`src/hdl/ils_pkg.sv`:
```
// shared action and status codes, field widths and the cell command type
package ils_pkg;

    localparam int ACT_W  = 3;
    localparam int POS_W  = 7;
    localparam int DATA_W = 32;
    localparam int STAT_W = 2;
    localparam int FPOS_W = 6;
    localparam int CNT_W  = 7;

    localparam int S_TDATA_W = 40;
    localparam int M_TDATA_W = 56;

    localparam logic [ACT_W-1:0] ACT_APPEND = 3'd0;
    localparam logic [ACT_W-1:0] ACT_INSERT = 3'd1;
    localparam logic [ACT_W-1:0] ACT_READ   = 3'd2;
    localparam logic [ACT_W-1:0] ACT_WRITE  = 3'd3;
    localparam logic [ACT_W-1:0] ACT_REMOVE = 3'd4;
    localparam logic [ACT_W-1:0] ACT_FIND   = 3'd5;
    localparam logic [ACT_W-1:0] ACT_CLEAR  = 3'd6;

    localparam logic [STAT_W-1:0] ST_OK      = 2'd0;
    localparam logic [STAT_W-1:0] ST_BAD_POS = 2'd1;
    localparam logic [STAT_W-1:0] ST_FULL    = 2'd2;

    typedef struct packed {
        logic capture;
        logic append;
        logic insert;
        logic write;
        logic remove;
        logic search;
        logic select;
    } t_cell_cmd;

endpackage

```
`src/hdl/ils_cell.sv`:
```
// one list slot: holds an entry, shifts with its neighbors, compares and selects
module ils_cell import ils_pkg::*; #(
    parameter int INDEX = 0,
    parameter int PW    = 7,
    parameter int CW    = 7,
    parameter int EW    = 32
) (
    input  logic          i_clk,
    input  t_cell_cmd     i_cmd,
    input  logic [PW-1:0] i_pos,
    input  logic [CW-1:0] i_count,
    input  logic [EW-1:0] i_elem,
    input  logic [EW-1:0] i_left,
    input  logic [EW-1:0] i_right,
    output logic [EW-1:0] o_val,
    output logic          o_match,
    output logic [EW-1:0] o_sel
);

    localparam logic [PW-1:0] IDX_P = PW'(INDEX);
    localparam logic [CW-1:0] IDX_C = CW'(INDEX);

    logic [EW-1:0] r_val;
    logic [EW-1:0] n_val;
    logic          r_match;
    logic [EW-1:0] r_sel;

    always_comb begin
        n_val = r_val;
        if (i_cmd.capture) begin
            if (i_cmd.append && IDX_C == i_count) begin
                n_val = i_elem;
            end
            if (i_cmd.insert) begin
                if (IDX_P == i_pos) begin
                    n_val = i_elem;
                end else if (IDX_P > i_pos) begin
                    n_val = i_left;
                end
            end
            if (i_cmd.write && IDX_P == i_pos) begin
                n_val = i_elem;
            end
            if (i_cmd.remove && IDX_P >= i_pos) begin
                n_val = i_right;
            end
        end
    end

    always_ff @(posedge i_clk) begin
        r_val <= n_val;
        if (i_cmd.capture) begin
            // compare and select see the entry as it was before this item
            r_match <= i_cmd.search && (IDX_C < i_count) && (r_val == i_elem);
            r_sel   <= (i_cmd.select && IDX_P == i_pos) ? r_val : '0;
        end
    end

    assign o_val   = r_val;
    assign o_match = r_match;
    assign o_sel   = r_sel;

endmodule

```
`config.mk`:
```
export PLATFORM = sky130hd
export DESIGN_NAME = ils_cell
export DESIGN_NICKNAME = d
export VERILOG_FILES = /design/src/hdl/ils_pkg.sv /design/src/hdl/ils_cell.sv
export SDC_FILE = /design/constraint.sdc
export NUM_CORES = 1
export LEC_CHECK = 0
export ABC_AREA = 0
export BUFFER_PORTS_ARGS = -buffer_cell sky130_fd_sc_hd__buf_4
export CELL_PAD_IN_SITES_DETAIL_PLACEMENT = 1
export CELL_PAD_IN_SITES_GLOBAL_PLACEMENT = 2
export CORE_MARGIN = 2
export CORE_UTILIZATION = 27
export DETAILED_ROUTE_END_ITERATION = 12
export GPL_ROUTABILITY_DRIVEN = 0
export GPL_TIMING_DRIVEN = 1
export PLACE_DENSITY_LB_ADDON = 0.1
export SLEW_MARGIN = 10
export SYNTH_ARGS = -nofsm -noshare
export SYNTH_HDL_FRONTEND = slang
export SYNTH_SLANG_ARGS = --single-unit
```
`constraint.sdc`:
```
create_clock -name i_clk -period 2 [get_ports i_clk]
set_input_delay 0.3 -clock i_clk [delete_from_list [all_inputs] [get_ports i_clk]]
set_output_delay 0.3 -clock i_clk [all_outputs]
set_load 0.01 [all_outputs]
```
### Word level (Yosys, flattened, before mapping)

Cells that the tools add are included.

* register bits: 65
* input port bits: 118

* order comparisons: 3
* eq/ne operators: 1
* multiplexer cells: 6
* reductions and logical operators: 8

Operator list (number)
* 2-to-1 mux 32 bit: 6
* equality test 32 bit: 1
* logical NOT 7 bit: 2
* >= comparator 1 x 7 -> 1 bit, first input constant: 1
* greater-than comparator 1 x 7 -> 1 bit, first input constant: 1
* less-than comparator 1 x 7 -> 1 bit, first input constant: 1
* logical AND 1 bit: 6

### Depth between registers and ports, before layout

* depth in word-level cells: 8
* mapped depth: 6

### Worst setup path after synthesis

No wires, ideal clock.

* path type: input port to flip-flop
* start point: in i_pos[0]
* end point: reg r_val[10] (netlist: o_val[10]) (data pin)
* arrival time: 1.214 ns
* path slack: 0.526 ns
* stages: 5
* buffers on the path: 1
* path through: nor4_4 and2_4 nand2_2 buf_2 a2bb2oi_1

* cells in the longest elaborated chain, start to end: 6

RTL lines
* start: declaration: line ils_cell.sv:10 `input logic [PW-1:0] i_pos,`
* greater-than comparator 1 x 7 -> 1 bit: line ils_cell.sv:37 `end else if (IDX_P > i_pos) begin`
* 2-to-1 mux 32 bit: line ils_cell.sv:37
* 2-to-1 mux 32 bit: line ils_cell.sv:35 `if (IDX_P == i_pos) begin`
* 2-to-1 mux 32 bit: line ils_cell.sv:34 `if (i_cmd.insert) begin`
* 2-to-1 mux 32 bit: line ils_cell.sv:41 `if (i_cmd.write && IDX_P == i_pos) begin`
* 2-to-1 mux 32 bit (*): line ils_cell.sv:44 `if (i_cmd.remove && IDX_P >= i_pos) begin`
* end signal: assignment: line ils_cell.sv:51 `r_val <= n_val;`
* end: declaration: line ils_cell.sv:23 `logic [EW-1:0] r_val;`

Mark *: on every way between the ends. The rest lies on a longest branch, timed or not.
A chain may end at the register's enable or synchronous reset.

### Worst setup path in the final report

* start point: reg r_val[20] (netlist: o_val[20])
* end point: reg r_match (netlist: o_match) (data pin)

* cells in the longest elaborated chain, start to end: 2

RTL lines
* equality test 32 bit: line ils_cell.sv:54 `r_match <= i_cmd.search && (IDX_C < i_count) && (r_val == i_elem);`
* logical AND 1 bit: line ils_cell.sv:54
* end signal: assignment: line ils_cell.sv:54
* end: declaration: line ils_cell.sv:25 `logic r_match;`

Every way passes these cells.

==> impl_results.md <==
- Largest net degree at the start of global routing: 66
- Adder-Cell Fraction of Synth Area: 0%
- Worst Hold Class: in -> reg
- Max Root-Sink Buffers: 2
- Via density per instance: a little over 5
- Number of buffers inserted by post-CTS setup repair: 0
- Total of max-cap violations: 0
- Overall track demand over capacity in global routing: 18.0%
- Reg-to-Reg Start: o_val[20]
- Outcome: completed
- Main combinational cell family by area after synthesis: compound AO/OA/AOI/OAI gates
- Area added between synthesis and finish: 44.3%
- Post-detailed-route count of antenna-violating nets: 0
- Final-layout setup total negative slack: 0 ns
- Total wire length after detailed routing: between 10 and 15 mm
- Via count of the first global-routing pass: roughly 3100
- Category of the worst setup path capture point: flop
- Clock latency reported for the late side of the worst-skew pair: ~0.34 ns
- Ant. Diodes: 0
- Syn Std Cell Area: about 3500 um2
- Worst Path Max Fanout: 4
- FF-to-FF setup slack: about 0.31 ns
- GRT Residual Overflow: 0
- Antenna violations before repair: 0
- Core area: between 10000 and 15000 um2
- Portion of netlist area occupied by mux cells: 0%
- Worst path cell trace: xor2_1 -> nor4_1 -> buf_4 -> nand4_1 -> nor3_1
- Max incr delay on CP: 0.48 ns
- Root Driver: clkbuf_16
- Total Power: 3.65 mW
- Die boundary width: around 120 um
- Post-synth cell types: 29
- Total number of nets in the final design: 541
- CTS tree: built
- Setup crit start: o_val[20]
- Worst slew pin tran: between 0.4 and 0.5 ns
- Count of buffers inserted at the top-level ports: 150
- Detail Placement HPWL: around 8.6 mm
- Yosys reg bits: 65
- # H-tree levels: 3
- Max stage delay cell, worst path: edfxtp_1
- Simple-gate portion of the synthesized area: roughly 11%
- Headroom to the max-slew limit: 69.4%
- Worst clock skew on the final layout: 0.00518 ns
- DRC violations left: 0
- Critical Path Start Type: flop
- TritonRoute pass-1 iters: 4
- Number of sinks driven by the clock tree: between 60 and 70
- Standard-cell rows: 41
- Inserted Clock Buffers: 9
- Chip height: 118 um
- PD cells: 722 nW/um2
- Post-synthesis area per instance: roughly 13 um2
- Synthesized net count: 394
- Hold Path Origin: i_right[5]
- Number of max-slew violations in the final report: 0
- Endpoints failing hold: 0
- Area share of xor/xnor cells in the synthesized design: 8.00%
- Portion of the clock cycle consumed by the worst path in the final layout: a little over four fifths
- Critical setup path kind: reg -> reg
- Post-CTS Hold Fix Bufs: 0
- Sequential-to-total area share from yosys stat: roughly 56%
- Clock input transition at the sequential cells of the worst setup and hold paths: approximately 0.060 ns
- Worst vdd ir: around 0.29 mV
- Average wire per standard cell: 20.8 um
- Initial Util: between 20% and 30%
- Compound-cell area share of the yosys netlist: approximately 20%
- Final min period: around 1.7 ns
- Post-CTS sizing: 0
- Synthesized instance count: 276
- Yosys warning count: 0
- Routed via count: ~3000
- 1st-iter DRT viols: about 130
- Worst endpoint data arrival time: 1.87 ns
- Area enclosed by the die boundary: around 14000 um2
- LEAKAGE: roughly 2.2 nW
- Endpoint required time on the critical path: between 2 and 2.5 ns
- RSZ-0062 raised after global routing: false
- Layout cell share with drive strength beyond 1: 43.9%
- Final setup violation count: 0
- First-pass GRT wire length: between 15 and 20 mm
- Highest achievable clock rate: between 500 and 600 MHz
- Number of top-level pins: 183
[power by group]
| part | internal (mW) | switching [mW] |
|---|---|---|
| Combinational | 0.262 | 0.215 |
| Clock | 0.951 | 0.598 |
| Sequential | 1.57 | 0.0555 |
[final cells by class]
type	instances	area (um2)
Clock buffer	11	233
Fill cell	1421	7560
Multi-Input combinational cell	186	1360
Clock inverter	5	46.3
Tap cell	172	215
Sequential cell	65	1950
Timing Repair Buffer	161	1250
[synth_stat cells, drive strengths merged]
master	instances	area (um2)
nor3	4	25.0
nand4	2	12.5
buf	19	161
edfxtp	65	1950
nand2	3	13.8
xnor2	1	8.76
nand3	2	15.0
and3	34	218
nor4	9	77.6
and2	2	15.0
xor2	31	272
clkbuf	6	26.3
or2	1	6.26
nor4b	1	15.0
o21ai	32	160
a31oi	32	200
a2bb2oi	32	324
[critical path, delay by kind of cell, from the launching register on]
kind	cells	cell delay, ns
and+or+nand+nor	3	0.67
xor gates and xnor gates	1	0.21
DFF	1	0.48
buffers and inverters	1	0.18
[layer usage]
metal  up-vias  wire [um]  track usage [%]
li1       1400          -                -
met1      1522       5690             23.5
met2        92       5890             28.4
met3        14        660             4.60
met4         0        255             7.53
met5         -          0                0
[sequential cells by signal, summed over array words and instances (netlist names)]
register,cells
o_match,1
o_sel,32
o_val,32
[path summary, 6_finish.rpt]
path | end | depth (start not counted)
worst max-delay path | o_match | 5
worst min-delay path | o_val[5] | 2
worst max register to register | o_match | 5
worst min register to register | o_sel[11] | 1
[kinds of logic after synthesis]
| family | count (synthesis) |
|---|---|
| and+or+nand+nor | 58 |
| DFF | 65 |
| xor gates and xnor gates | 32 |
| buffers and inverters | 25 |
| AOI/OAI and AO/OA | 96 |
[metrics by stage]
stage               hold WS [ns]  instances  utilization, %  worst slack (ns)  instance area (um2)
floorplan                  0.412        276               -             0.526                 3500
global placement           0.607        584            37.8             0.186                 4780
detailed placement         0.616        584            37.8             0.177                 4780
CTS                        0.264        600            40.1             0.218                 5050
global route               0.260        600            40.1             0.130                 5050
finish                     0.271        600            40.1             0.306                 5050
[placed cells by master, fill, tap and decap left out]
cell,n
buf_4,158
edfxtp_1,65
and3_1,33
a31oi_1,32
xor2_1,31
o21ai_1,29
a2bb2oi_1,25
clkbuf_16,9
a2bb2oi_2,7
nor4_1,7
o21ai_0,3
nor3_1,3
clkinv_1,3
buf_12,3
nand2_1,2
nand4_1,2
clkbuf_1,2
nor4_4,1
nor3_2,1
and2_4,1
nand2_2,1
or2_2,1
nand3_2,1
nor4_2,1
nor4b_2,1
and3_4,1
and2_1,1
xnor2_1,1
nand3_1,1
bufinv_16,1
clkinv_2,1
(Power assumes the default switching activity.)
